## config.mk

```make
export PLATFORM = sky130hd
export DESIGN_NAME = humidity_temperature_calibrator
export DESIGN_NICKNAME = d
export VERILOG_FILES = /design/src/hdl/htc_pkg.sv /design/src/hdl/htc_front.sv /design/src/hdl/htc_div_stage.sv /design/src/hdl/htc_format.sv /design/src/hdl/humidity_temperature_calibrator.sv
export SDC_FILE = /design/constraint.sdc
export NUM_CORES = 2
export LEC_CHECK = 0
export ABC_AREA = 0
export BUFFER_PORTS_ARGS = -buffer_cell sky130_fd_sc_hd__buf_2
export CAP_MARGIN = 0
export CORE_ASPECT_RATIO = 0.75
export CORE_MARGIN = 2
export CORE_UTILIZATION = 40
export CTS_BUF_LIST = sky130_fd_sc_hd__clkbuf_16
export CTS_CLUSTER_SIZE = 30
export DETAILED_ROUTE_END_ITERATION = 10
export GPL_ROUTABILITY_DRIVEN = 0
export GPL_TIMING_DRIVEN = 1
export SYNTH_ARGS = -nofsm -noshare
export SYNTH_HDL_FRONTEND = slang
export SYNTH_SLANG_ARGS = --single-unit
```

## constraint.sdc

```tcl
create_clock -name clock -period 12.98 [get_ports clock]
set_clock_uncertainty 0.05 [all_clocks]
set_input_delay 0.649 -clock clock [delete_from_list [all_inputs] [get_ports clock]]
set_output_delay 0.649 -clock clock [all_outputs]
set_load 0.1 [all_outputs]
```

## src/hdl/htc_pkg.sv

```systemverilog
// Shared types and constants for the humidity and temperature calibrator.
`timescale 1ns / 1ps
package htc_pkg;

   localparam int SAMPLE_W   = 16;
   localparam int RH2_W      = 8;
   localparam int DEG8_W     = 10;
   localparam int DIFF_W     = SAMPLE_W + 1;
   localparam int DP_W       = DEG8_W + 1;
   localparam int PROD_W     = 28;
   localparam int HSUM_W     = 30;
   localparam int TSUM_W     = 32;
   localparam int NUM_W      = 32;
   localparam int DIV_W      = 17;
   localparam int STEPS      = 4;
   localparam int DIV_STAGES = NUM_W / STEPS;
   localparam int VALUE_W    = 24;
   localparam int CSR_ADDR_W = 4;
   localparam int CSR_DATA_W = 16;

   localparam logic [NUM_W-1:0]   HUM_MAX    = NUM_W'(100);
   localparam logic [NUM_W-1:0]   TEMP_POS   = NUM_W'(8388607);
   localparam logic [NUM_W-1:0]   TEMP_NEG   = NUM_W'(8388608);
   localparam logic [VALUE_W-1:0] VALUE_MAX  = 24'h7FFFFF;
   localparam logic [VALUE_W-1:0] VALUE_MIN  = 24'h800000;

   localparam logic [CSR_ADDR_W-1:0] REG_HUM_OUT_LOW   = 4'd0;
   localparam logic [CSR_ADDR_W-1:0] REG_HUM_OUT_HIGH  = 4'd1;
   localparam logic [CSR_ADDR_W-1:0] REG_HUM_RH2_LOW   = 4'd2;
   localparam logic [CSR_ADDR_W-1:0] REG_HUM_RH2_HIGH  = 4'd3;
   localparam logic [CSR_ADDR_W-1:0] REG_TEMP_OUT_LOW  = 4'd4;
   localparam logic [CSR_ADDR_W-1:0] REG_TEMP_OUT_HIGH = 4'd5;
   localparam logic [CSR_ADDR_W-1:0] REG_TEMP_DEG_LOW  = 4'd6;
   localparam logic [CSR_ADDR_W-1:0] REG_TEMP_DEG_HIGH = 4'd7;

   localparam logic CH_HUM  = 1'b0;
   localparam logic CH_TEMP = 1'b1;

   typedef struct packed {
      logic [SAMPLE_W-1:0] hum_o0;
      logic [SAMPLE_W-1:0] hum_o1;
      logic [RH2_W-1:0]    hum_p0;
      logic [RH2_W-1:0]    hum_p1;
      logic [SAMPLE_W-1:0] temp_o0;
      logic [SAMPLE_W-1:0] temp_o1;
      logic [DEG8_W-1:0]   temp_p0;
      logic [DEG8_W-1:0]   temp_p1;
   } calib_type;

   typedef struct packed {
      logic             ch;
      logic             neg;
      logic             err;
      logic [DIV_W-1:0] divisor;
      logic [DIV_W-1:0] rem;
      logic [NUM_W-1:0] qn;
   } div_type;

endpackage

```

## src/hdl/htc_front.sv

```systemverilog
// Front stages: point selection, products, sums and sign normalisation.
`timescale 1ns / 1ps
module htc_front (
   input  logic                            clock,
   input  logic                            reset,
   input  htc_pkg::calib_type              calib,
   input  logic                            in_valid,
   output logic                            in_ready,
   input  logic                            in_ch,
   input  logic [htc_pkg::SAMPLE_W-1:0]    in_raw,
   output logic                            out_valid,
   input  logic                            out_ready,
   output htc_pkg::div_type                out_data
);
   import htc_pkg::*;

   logic [3:0] v_ff;
   logic [3:0] rdy;

   // stage 0
   logic                     ch0_ff, ch0_in;
   logic signed [DIFF_W-1:0] diff_ff, diff_in, den0_ff, den0_in;
   logic signed [DP_W-1:0]   dp_ff, dp_in;
   logic [DEG8_W-1:0]        p0_ff, p0_in;
   // stage 1
   logic                     ch1_ff;
   logic signed [PROD_W-1:0] prod1_ff, prod1_in, prod2_ff, prod2_in;
   logic signed [DIFF_W-1:0] den1_ff;
   // stage 2
   logic                     ch2_ff;
   logic signed [HSUM_W-1:0] h_ff, h_in;
   logic signed [TSUM_W-1:0] a_ff, a_in;
   logic signed [DIFF_W-1:0] den2_ff;
   // stage 3
   div_type                  d_ff, d_in;

   assign rdy[3]    = !v_ff[3] || out_ready;
   assign rdy[2]    = !v_ff[2] || rdy[3];
   assign rdy[1]    = !v_ff[1] || rdy[2];
   assign rdy[0]    = !v_ff[0] || rdy[1];
   assign in_ready  = rdy[0];
   assign out_valid = v_ff[3];
   assign out_data  = d_ff;

   always_comb begin
      ch0_in = in_ch;
      if (in_ch == CH_HUM) begin
         diff_in = DIFF_W'($signed(in_raw)) - DIFF_W'($signed(calib.hum_o0));
         den0_in = DIFF_W'($signed(calib.hum_o1)) - DIFF_W'($signed(calib.hum_o0));
         dp_in   = $signed(DP_W'(calib.hum_p1)) - $signed(DP_W'(calib.hum_p0));
         p0_in   = DEG8_W'(calib.hum_p0);
      end else begin
         diff_in = DIFF_W'($signed(in_raw)) - DIFF_W'($signed(calib.temp_o0));
         den0_in = DIFF_W'($signed(calib.temp_o1)) - DIFF_W'($signed(calib.temp_o0));
         dp_in   = $signed(DP_W'(calib.temp_p1)) - $signed(DP_W'(calib.temp_p0));
         p0_in   = calib.temp_p0;
      end
   end

   assign prod1_in = PROD_W'(dp_ff) * PROD_W'(diff_ff);
   assign prod2_in = PROD_W'($signed({1'b0, p0_ff})) * PROD_W'(den0_ff);

   assign h_in = HSUM_W'(prod1_ff) + HSUM_W'(prod2_ff) + HSUM_W'(den1_ff);
   assign a_in = (TSUM_W'(prod1_ff) + TSUM_W'(prod2_ff)) <<< 3;

   always_comb begin
      logic                     dneg;
      logic [DIFF_W-1:0]        adu;
      logic signed [HSUM_W-1:0] hn;
      logic signed [TSUM_W-1:0] an;
      logic [TSUM_W-1:0]        mag;
      dneg = den2_ff[DIFF_W-1];
      adu  = dneg ? DIFF_W'(-den2_ff) : DIFF_W'(den2_ff);
      hn   = dneg ? -h_ff : h_ff;
      an   = dneg ? -a_ff : a_ff;
      mag  = an[TSUM_W-1] ? TSUM_W'(-an) : TSUM_W'(an);
      d_in.ch      = ch2_ff;
      d_in.err     = (den2_ff == '0);
      d_in.divisor = {adu[DIFF_W-2:0], 1'b0};
      d_in.rem     = '0;
      if (ch2_ff == CH_HUM) begin
         d_in.neg = hn[HSUM_W-1];
         d_in.qn  = hn[HSUM_W-1] ? '0 : NUM_W'(unsigned'(hn));
      end else begin
         d_in.neg = an[TSUM_W-1];
         d_in.qn  = {mag[NUM_W-2:0], 1'b0} + NUM_W'(adu);
      end
   end

   always_ff @(posedge clock) begin
      if (reset) begin
         v_ff <= '0;
      end else begin
         if (rdy[0]) v_ff[0] <= in_valid;
         if (rdy[1]) v_ff[1] <= v_ff[0];
         if (rdy[2]) v_ff[2] <= v_ff[1];
         if (rdy[3]) v_ff[3] <= v_ff[2];
      end
   end

   always_ff @(posedge clock) begin
      if (rdy[0]) begin
         ch0_ff  <= ch0_in;
         diff_ff <= diff_in;
         den0_ff <= den0_in;
         dp_ff   <= dp_in;
         p0_ff   <= p0_in;
      end
      if (rdy[1]) begin
         ch1_ff   <= ch0_ff;
         prod1_ff <= prod1_in;
         prod2_ff <= prod2_in;
         den1_ff  <= den0_ff;
      end
      if (rdy[2]) begin
         ch2_ff  <= ch1_ff;
         h_ff    <= h_in;
         a_ff    <= a_in;
         den2_ff <= den1_ff;
      end
      if (rdy[3]) begin
         d_ff <= d_in;
      end
   end

endmodule

```

## src/hdl/htc_div_stage.sv

```systemverilog
// One divider stage: several restoring quotient steps and a register.
`timescale 1ns / 1ps
module htc_div_stage (
   input  logic             clock,
   input  logic             reset,
   input  logic             in_valid,
   output logic             in_ready,
   input  htc_pkg::div_type in_data,
   output logic             out_valid,
   input  logic             out_ready,
   output htc_pkg::div_type out_data
);
   import htc_pkg::*;

   logic    v_ff;
   div_type d_ff, d_in;

   assign in_ready  = !v_ff || out_ready;
   assign out_valid = v_ff;
   assign out_data  = d_ff;

   always_comb begin
      logic [DIV_W-1:0] r;
      logic [NUM_W-1:0] q;
      logic [DIV_W:0]   sh;
      r = in_data.rem;
      q = in_data.qn;
      for (int i = 0; i < STEPS; i++) begin
         sh = {r, q[NUM_W-1]};
         q  = {q[NUM_W-2:0], 1'b0};
         if (sh >= {1'b0, in_data.divisor}) begin
            r    = DIV_W'(sh - {1'b0, in_data.divisor});
            q[0] = 1'b1;
         end else begin
            r = sh[DIV_W-1:0];
         end
      end
      d_in     = in_data;
      d_in.rem = r;
      d_in.qn  = q;
   end

   always_ff @(posedge clock) begin
      if (reset) begin
         v_ff <= 1'b0;
      end else if (in_ready) begin
         v_ff <= in_valid;
      end
   end

   always_ff @(posedge clock) begin
      if (in_ready) d_ff <= d_in;
   end

endmodule

```

## src/hdl/htc_format.sv

```systemverilog
// Output stage: clamp, sign and saturate the quotient into the result item.
`timescale 1ns / 1ps
module htc_format (
   input  logic                          clock,
   input  logic                          reset,
   input  logic                          in_valid,
   output logic                          in_ready,
   input  htc_pkg::div_type              in_data,
   output logic                          rsp_valid,
   input  logic                          rsp_stall,
   output logic [htc_pkg::VALUE_W-1:0]   rsp_value,
   output logic                          rsp_channel_echo,
   output logic                          rsp_calib_error
);
   import htc_pkg::*;

   logic               v_ff;
   logic [VALUE_W-1:0] value_ff, value_in;
   logic               ch_ff, err_ff;

   assign in_ready         = !v_ff || !rsp_stall;
   assign rsp_valid        = v_ff;
   assign rsp_value        = value_ff;
   assign rsp_channel_echo = ch_ff;
   assign rsp_calib_error  = err_ff;

   always_comb begin
      if (in_data.err) begin
         value_in = '0;
      end else if (in_data.ch == CH_HUM) begin
         if (in_data.neg)              value_in = '0;
         else if (in_data.qn > HUM_MAX) value_in = VALUE_W'(HUM_MAX);
         else                          value_in = in_data.qn[VALUE_W-1:0];
      end else if (in_data.neg) begin
         if (in_data.qn > TEMP_NEG) value_in = VALUE_MIN;
         else                       value_in = VALUE_W'(-in_data.qn);
      end else begin
         if (in_data.qn > TEMP_POS) value_in = VALUE_MAX;
         else                       value_in = in_data.qn[VALUE_W-1:0];
      end
   end

   always_ff @(posedge clock) begin
      if (reset) begin
         v_ff <= 1'b0;
      end else if (in_ready) begin
         v_ff <= in_valid;
      end
   end

   always_ff @(posedge clock) begin
      if (in_ready) begin
         value_ff <= value_in;
         ch_ff    <= in_data.ch;
         err_ff   <= in_data.err;
      end
   end

endmodule

```

## src/hdl/humidity_temperature_calibrator.sv

```systemverilog
// Top level: calibration registers, front stages, pipelined divider, output stage.
`timescale 1ns / 1ps
// Two-point linear calibration for humidity and temperature samples. One item
// may enter every cycle while req_stall is low, and each item passes through
// thirteen register stages: four front stages (point selection, two
// multipliers, sums, sign normalisation), eight divider stages retiring four
// quotient bits each, and one output register. A stall only holds stages that
// are full, so bubbles close up.
// Write calibration registers only while no item is in flight.
module humidity_temperature_calibrator (
   input  logic                             clock,
   input  logic                             reset,
   input  logic                             req_valid,
   output logic                             req_stall,
   input  logic                             req_cmd,
   input  logic [htc_pkg::SAMPLE_W-1:0]     req_raw_sample,
   output logic                             rsp_valid,
   input  logic                             rsp_stall,
   output logic [htc_pkg::VALUE_W-1:0]      rsp_value,
   output logic                             rsp_channel_echo,
   output logic                             rsp_calib_error,
   input  logic                             csr_write,
   input  logic [htc_pkg::CSR_ADDR_W-1:0]   csr_index,
   input  logic [htc_pkg::CSR_DATA_W-1:0]   csr_wdata
);
   import htc_pkg::*;

   calib_type calib_ff;
   logic      front_ready;

   logic    dv    [DIV_STAGES+1];
   logic    dr    [DIV_STAGES+1];
   div_type dd    [DIV_STAGES+1];

   always_ff @(posedge clock) begin
      if (reset) begin
         calib_ff <= '{hum_o1: SAMPLE_W'(1), temp_o1: SAMPLE_W'(1), default: '0};
      end else if (csr_write) begin
         case (csr_index)
            REG_HUM_OUT_LOW:   calib_ff.hum_o0  <= csr_wdata;
            REG_HUM_OUT_HIGH:  calib_ff.hum_o1  <= csr_wdata;
            REG_HUM_RH2_LOW:   calib_ff.hum_p0  <= csr_wdata[RH2_W-1:0];
            REG_HUM_RH2_HIGH:  calib_ff.hum_p1  <= csr_wdata[RH2_W-1:0];
            REG_TEMP_OUT_LOW:  calib_ff.temp_o0 <= csr_wdata;
            REG_TEMP_OUT_HIGH: calib_ff.temp_o1 <= csr_wdata;
            REG_TEMP_DEG_LOW:  calib_ff.temp_p0 <= csr_wdata[DEG8_W-1:0];
            REG_TEMP_DEG_HIGH: calib_ff.temp_p1 <= csr_wdata[DEG8_W-1:0];
            default: ; // drop writes beyond the register list
         endcase
      end
   end

   assign req_stall = !front_ready;

   htc_front u_front (
      .clock     (clock),
      .reset     (reset),
      .calib     (calib_ff),
      .in_valid  (req_valid),
      .in_ready  (front_ready),
      .in_ch     (req_cmd),
      .in_raw    (req_raw_sample),
      .out_valid (dv[0]),
      .out_ready (dr[0]),
      .out_data  (dd[0])
   );

   for (genvar g = 0; g < DIV_STAGES; g++) begin : g_div
      htc_div_stage u_stage (
         .clock     (clock),
         .reset     (reset),
         .in_valid  (dv[g]),
         .in_ready  (dr[g]),
         .in_data   (dd[g]),
         .out_valid (dv[g+1]),
         .out_ready (dr[g+1]),
         .out_data  (dd[g+1])
      );
   end

   htc_format u_format (
      .clock            (clock),
      .reset            (reset),
      .in_valid         (dv[DIV_STAGES]),
      .in_ready         (dr[DIV_STAGES]),
      .in_data          (dd[DIV_STAGES]),
      .rsp_valid        (rsp_valid),
      .rsp_stall        (rsp_stall),
      .rsp_value        (rsp_value),
      .rsp_channel_echo (rsp_channel_echo),
      .rsp_calib_error  (rsp_calib_error)
   );

   a_err_zero: assert property (@(posedge clock) disable iff (reset)
      rsp_valid && rsp_calib_error |-> rsp_value == '0)
      else $error("calibration error with nonzero value");

   a_hum_range: assert property (@(posedge clock) disable iff (reset)
      rsp_valid && rsp_channel_echo == CH_HUM |-> rsp_value <= VALUE_W'(HUM_MAX))
      else $error("humidity result out of range");

   a_reset_empty: assert property (@(posedge clock)
      $past(reset) |-> !rsp_valid)
      else $error("result shown straight after reset");

endmodule
```

* Word-level counts from Yosys, hierarchy flattened *
Cells that the tools add are included.
Widths: inputs -> output; s select.

word-level totals
  bits in registers = 908
  latch bits = 0
  bits in writable memories = 0
  memory bits (read-only) = 0
  bits of input ports = 42
  logic and storage cells = 297
  memories kept = 0

cells by class
  add/subtract/negate cells = 46
  multipliers = 2
  divide/modulo/power cells = 0
  magnitude comparators = 35
  equality and inequality tests = 7
  shifts and indexed selects = 0
  mux-type cells = 80
  bitwise logic cells = 0
  reduce and logical (&&, ||, !) cells = 38

operator list
  kind                  number
  $mux 17               34
  $ge 18x17->1          31
  $sub 17x17->17        30
  $mux 24               6
  $sub 16x16->17        4
  $mux 32               2
  $add 28x28->29        2
  $mul 11x17->28        2
  $mux 1                33
  $add 32x17->32        1
  $gt 32x23->1 const B  1
  $gt 32x24->1 const B  1
  $gt 32x7->1 const B   1
  $neg 32->32           1
  $mux 31               1
  $neg 31->31           1
  $add 29x17->30        1
  $mux 30               1
  $neg 30->30           1
  $mux 29               1
  $neg 24->24           1
  $ge 1x17->1           1
  $logic_not 17->1      1
  $neg 17->17           1
  other kinds (12)      49

* Logic depth before layout (Yosys ltp) *
  depth in word-level cells = 15
  gate-level depth with buffers = 52
  gate-level depth less buffers = 47

* Cells and area by module *
From an unflattened synthesis, not the netlist that was laid out.

unflattened totals
  cells, all modules = 8,680
  area total of the unflattened synthesis = 85,575.8 µm²

by module, submodules not included
  module                                instances  cells an instance  area an instance (µm²)  seq. area each (µm²)
  htc_div_stage (g_div[0].u_stage ...)  6          606                6,032.0                 2,092.0
  htc_front                             1          3,193              30,999.7                7,827.5
  htc_div_stage (g_div[3].u_stage)      1          659                6,368.6                 2,092.0
  htc_div_stage (g_div[4].u_stage)      1          622                6,180.9                 2,092.0
  humidity_temperature_calibrator       1          361                3,987.6                 2,001.9
  htc_format                            1          209                1,846.8                 800.8

* Worst setup path after synthesis *
Ideal clock, no wire load.

  kind = register to register
  start point = register g_div[5].u_stage.d_ff (netlist bit g_div[5].u_stage.out_data[51])
  end point = register g_div[6].u_stage.d_ff (netlist bit g_div[6].u_stage.out_data[47]), data pin
  arrival time = 11.310 ns
  data required time = 12.669 ns
  path slack = 1.359 ns
  cell stages (with the launch flop) = 52
  buffers on the path = 8
  clock period less this slack = 11.621 ns
  path through = edfxtp_1 > inv_1 > ha_1 > nor2b_1 > o21ai_0 > a21boi_0 > o311a_1 > nor4b_1 > or2_2 > clkbuf_1 > inv_1 > buf_1 > clkbuf_1 > nand2_1 > o21ai_0 > inv_1 > ha_1 > nor2b_1 > (+16 left out) > o31a_1 > clkbuf_1 > buf_1 > mux2i_1 > ha_1 > nor2b_1 > o21ai_0 > a21oi_1 > o41ai_1 > o21ai_1 > a211o_1 > a21o_1 > or3_1 > a221o_1 > o21ai_1 > inv_1 > buf_1 > a221o_1

RTL lines
  element                 line                 source
  start, declared         htc_div_stage.sv:16  div_type d_ff, d_in;
  start signal, assigned  htc_div_stage.sv:52  if (in_ready) d_ff <= d_in;
  end signal, assigned    htc_div_stage.sv:52
  end, declared           htc_div_stage.sv:16

==> flow_metrics.tcl <==
set metrics [dict create \
    wire_per_inst_um 19.0 \
    end_kind "flop" \
    syn-mean-instance-area_um2 9.75 \
    ctsRootBufferMaster "clkbuf_16" \
    crit_fanout 16 \
    drt_first_pass_iters 6 \
    io_pins 70 \
    area_delta_synth_final_pct 8.52 \
    port_buffers 69 \
    ys.flop_type "edfxtp_1" \
    die_w_um 519 \
    clk_pin_slew_ns 0.07 \
    holdWs_ns 0.117 \
    drv_slew 0 \
    cp_slowest_cell "edfxtp_1" \
    rr_worst_depth 46 \
    run_status "finished clean" \
    start_kind "flop" \
    fill_cells 18864 \
    synth_edf_count 795 \
    clock_sinks 908 \
    cts_made_buffers 98 \
    cts_max_path_buffers 3 \
    core_um2 197000 \
    dp_cells 10725 \
    track_usage_pct 20.1 \
    rrSetupSlack_ns 0.75 \
    min_to "u_front.v_ff[0]$_SDFFE_PP0N_" \
    reg2reg_from "g_div[5].u_stage.out_data[51]$_DFFE_PP_" \
    wirelength_um 207000 \
    setup_violations 0 \
    dr.first_iter.drc_count 4661 \
    cp.required_ns 13.42 \
    die_y_um 390 \
    cts_tree "yes" \
    grt_max_degree 85 \
    slowest_delay_ns 0.51 \
    fmax_ghz 0.0818 \
    postRouteAntennaNets 0 \
    initial_core_util_pct 40.3 \
    worst_slew_pin_slew_ns 1.17 \
    grt_pass1_vias 58314 \
    routed_via_density 5.51 \
    final_cells 10908 \
    clk-insertion-delay-late_ns 0.76 \
    async_flop_share_pct 0 \
    fin_nets 9371 \
    worstSetupPathType "flop to flop" \
    drc 0 \
    timing.rr.end "g_div[6].u_stage.out_data[39]$_DFFE_PP_" \
    vias 60076 \
    hold_class "input pin to flop" \
    finalHoldViolations 0 \
    fin_area_um2 86300 \
    antennaDiodeCount 0 \
    die-area_um2 202000 \
    antenna_found_initial 6 \
    syn_nets 9346 \
    ys_seq_elements 908 \
    grt-ovfl-total 0 \
    fin_crit_ns 12.23 \
    syn_inst 8155 \
    hpwl_um 164000 \
    relSlewSlack_pct 21.5 \
    crit_path_start "g_div[5].u_stage.out_data[51]$_DFFE_PP_" \
    h-tree-depth 3 \
    dpl_cell_area_um2 82900 \
    min-delay-start "req_valid" \
    drive_above_1_share_pct 7.65 \
    ys_seq_area_share_pct 32.9 \
    final_core_util_pct 43.7 \
    synth.distinct_cells 99 \
    drv_cap 0 \
    fp-row-count 141 \
    period_share_pct 94.2 \
    synth_warnings 0 \
    arrival_ns 12.67 \
    hold_path_depth 3 \
    synth_area_um2 79500 \
    grt_pass1_wl_um 328000 \
]
==> worst max-delay path by stage <==
| stage | slack, ns | endpoint | cells after the start |
|---|---|---|---|
| final | 0.75 | g_div[6].u_stage.out_data[39]$_DFFE_PP_ | 46 |
| after global routing | -0.01 | g_div[6].u_stage.out_data[42]$_DFFE_PP_ | 45 |
| after CTS | 0.31 | g_div[6].u_stage.out_data[45]$_DFFE_PP_ | 46 |
| after detailed placement | 0.37 | g_div[6].u_stage.out_data[47]$_DFFE_PP_ | 46 |
| after global placement | 0.62 | g_div[6].u_stage.out_data[37]$_DFFE_PP_ | 46 |
| after floorplan | 1.36 | g_div[6].u_stage.out_data[47]$_DFFE_PP_ | 51 |
==> state kept, by name (all words and copies together), names as in the netlist, 24 cells and up <==
register / count
calib_ff: 100
g_div.u_stage.out_data: 511
u_format.rsp_value: 24
u_front.a_ff: 29
u_front.h_ff: 30
u_front.out_data: 51
u_front.prod1_ff: 28
u_front.prod2_ff: 28
==> worst max-delay path: cells and delay by family (launching register included) <==
family	cells	cell delay, ns
fa+ha+maj	4	1.12
compound gates	25	6.41
simple gates	8	1.71
flops	1	0.51
buf+inv	7	1.34
mux	2	0.78
==> cell type report <==
| type | instances | area, um^2 | share of cell area (%) |
|---|---|---|---|
| clock inverters | 85 | 897 | 1.04 |
| inverters | 848 | 3180 | 3.69 |
| clock buffers | 98 | 2450 | 2.84 |
| multi-input cells | 6191 | 49500 | 57.3 |
| well taps | 2645 | 3310 | 3.84 |
| flip-flops and latches | 908 | 26100 | 30.3 |
| repair buffers | 133 | 828 | 0.960 |
==> logic make-up (layout without fill, tap and decap cells) <==
| family | Yosys count | count (layout) | share of synthesized area [%] |
|---|---|---|---|
| and+or+nand+nor | 2286 | 2286 | 14.1 |
| AOI/OAI and AO/OA | 1807 | 1807 | 14.8 |
| adders and majority gates | 1149 | 1149 | 21.8 |
| buffers and inverters | 1056 | 1164 | 5.05 |
| DFF | 908 | 908 | 32.9 |
| xor gates and xnor gates | 617 | 617 | 6.82 |
| muxes | 332 | 332 | 4.52 |
==> layout by cell type (no fill, tap or decap), drive strengths merged, types with 115 or more instances in the layout <==
| cell type | instances |
|---|---|
| and2 | 225 |
| nor2 | 508 |
| mux2i | 115 |
| a21o | 195 |
| fa | 390 |
| edfxtp | 795 |
| nand3 | 121 |
| inv | 865 |
| xnor2 | 394 |
| buf | 133 |
| nor2b | 124 |
| ha | 759 |
| mux2 | 217 |
| nor3 | 145 |
| o21ai | 385 |
| nand2 | 685 |
| a21oi | 511 |
| xor2 | 223 |
==> synth_stat cells, types with 15 or more instances <==
| cell | number | area [um^2] |
|---|---|---|
| a211o_1 | 23 | 201 |
| and3_1 | 41 | 257 |
| and4_1 | 15 | 131 |
| o22ai_1 | 24 | 150 |
| o221ai_1 | 26 | 228 |
| mux2_2 | 217 | 2440 |
| a21boi_0 | 57 | 428 |
| nand2b_1 | 114 | 713 |
| or2_2 | 41 | 257 |
| o21bai_1 | 57 | 428 |
| a31o_2 | 25 | 219 |
| o31a_1 | 15 | 131 |
| nor2b_1 | 124 | 776 |
| a41oi_1 | 16 | 140 |
| o31ai_1 | 71 | 533 |
| nand3b_1 | 17 | 128 |
| fa_1 | 390 | 7810 |
| nor3_1 | 143 | 716 |
| xor2_1 | 221 | 1940 |
| buf_1 | 24 | 90.1 |
| or4_1 | 20 | 150 |
| or3_1 | 50 | 313 |
| clkbuf_1 | 170 | 638 |
| nand2_1 | 685 | 2570 |
| edfxtp_1 | 795 | 23900 |
| dfxtp_1 | 113 | 2260 |
| o211ai_1 | 35 | 263 |
| o21a_1 | 72 | 541 |
| a221o_1 | 30 | 300 |
| nor2_1 | 508 | 1910 |
| and2_1 | 224 | 1400 |
| ha_1 | 759 | 9500 |
| xnor2_1 | 394 | 3450 |
| nand3_1 | 121 | 606 |
| a31oi_1 | 51 | 319 |
| o41ai_1 | 27 | 236 |
| mux2i_1 | 115 | 1150 |
| nand4_1 | 87 | 544 |
| nor4_1 | 40 | 250 |
| a21o_1 | 195 | 1460 |
| o21ai_0 | 380 | 1900 |
| inv_1 | 837 | 3140 |
| a21oi_1 | 510 | 2550 |
| a211oi_1 | 64 | 480 |
==> routing by layer <==
| metal | up-vias | global-route usage (%) | routed length [um] | share of wire, % |
|---|---|---|---|---|
| li1 | 29074 | - | - | - |
| met1 | 29183 | 30.5 | 104000 | 50 |
| met2 | 1588 | 30.4 | 88800 | 43 |
| met3 | 227 | 2.51 | 11200 | 5.4 |
| met4 | 4 | 4.25 | 4010 | 1.9 |
| met5 | - | 0 | 27 | 0.013 |
==> stage by stage <==
stage	setup WS, ns	TNS (ns)
finish	0.748	0
global placement	0.617	0
detailed placement	0.372	0
global route	-0.0107	-0.0215
floorplan	1.36	0
CTS	0.312	0
==> what timing repair did <==
item | CTS | global route
setup buffers | 0 | 0
hold buffers | 0 | 0
setup endpoints to repair | 0 | 43
endpoints found under the hold margin | 0 | 0
resized for setup | 0 | 10
Power is left out: the tool's default activity adds up to more than one toggle a clock period on the data nets, which glitch-free logic cannot reach.
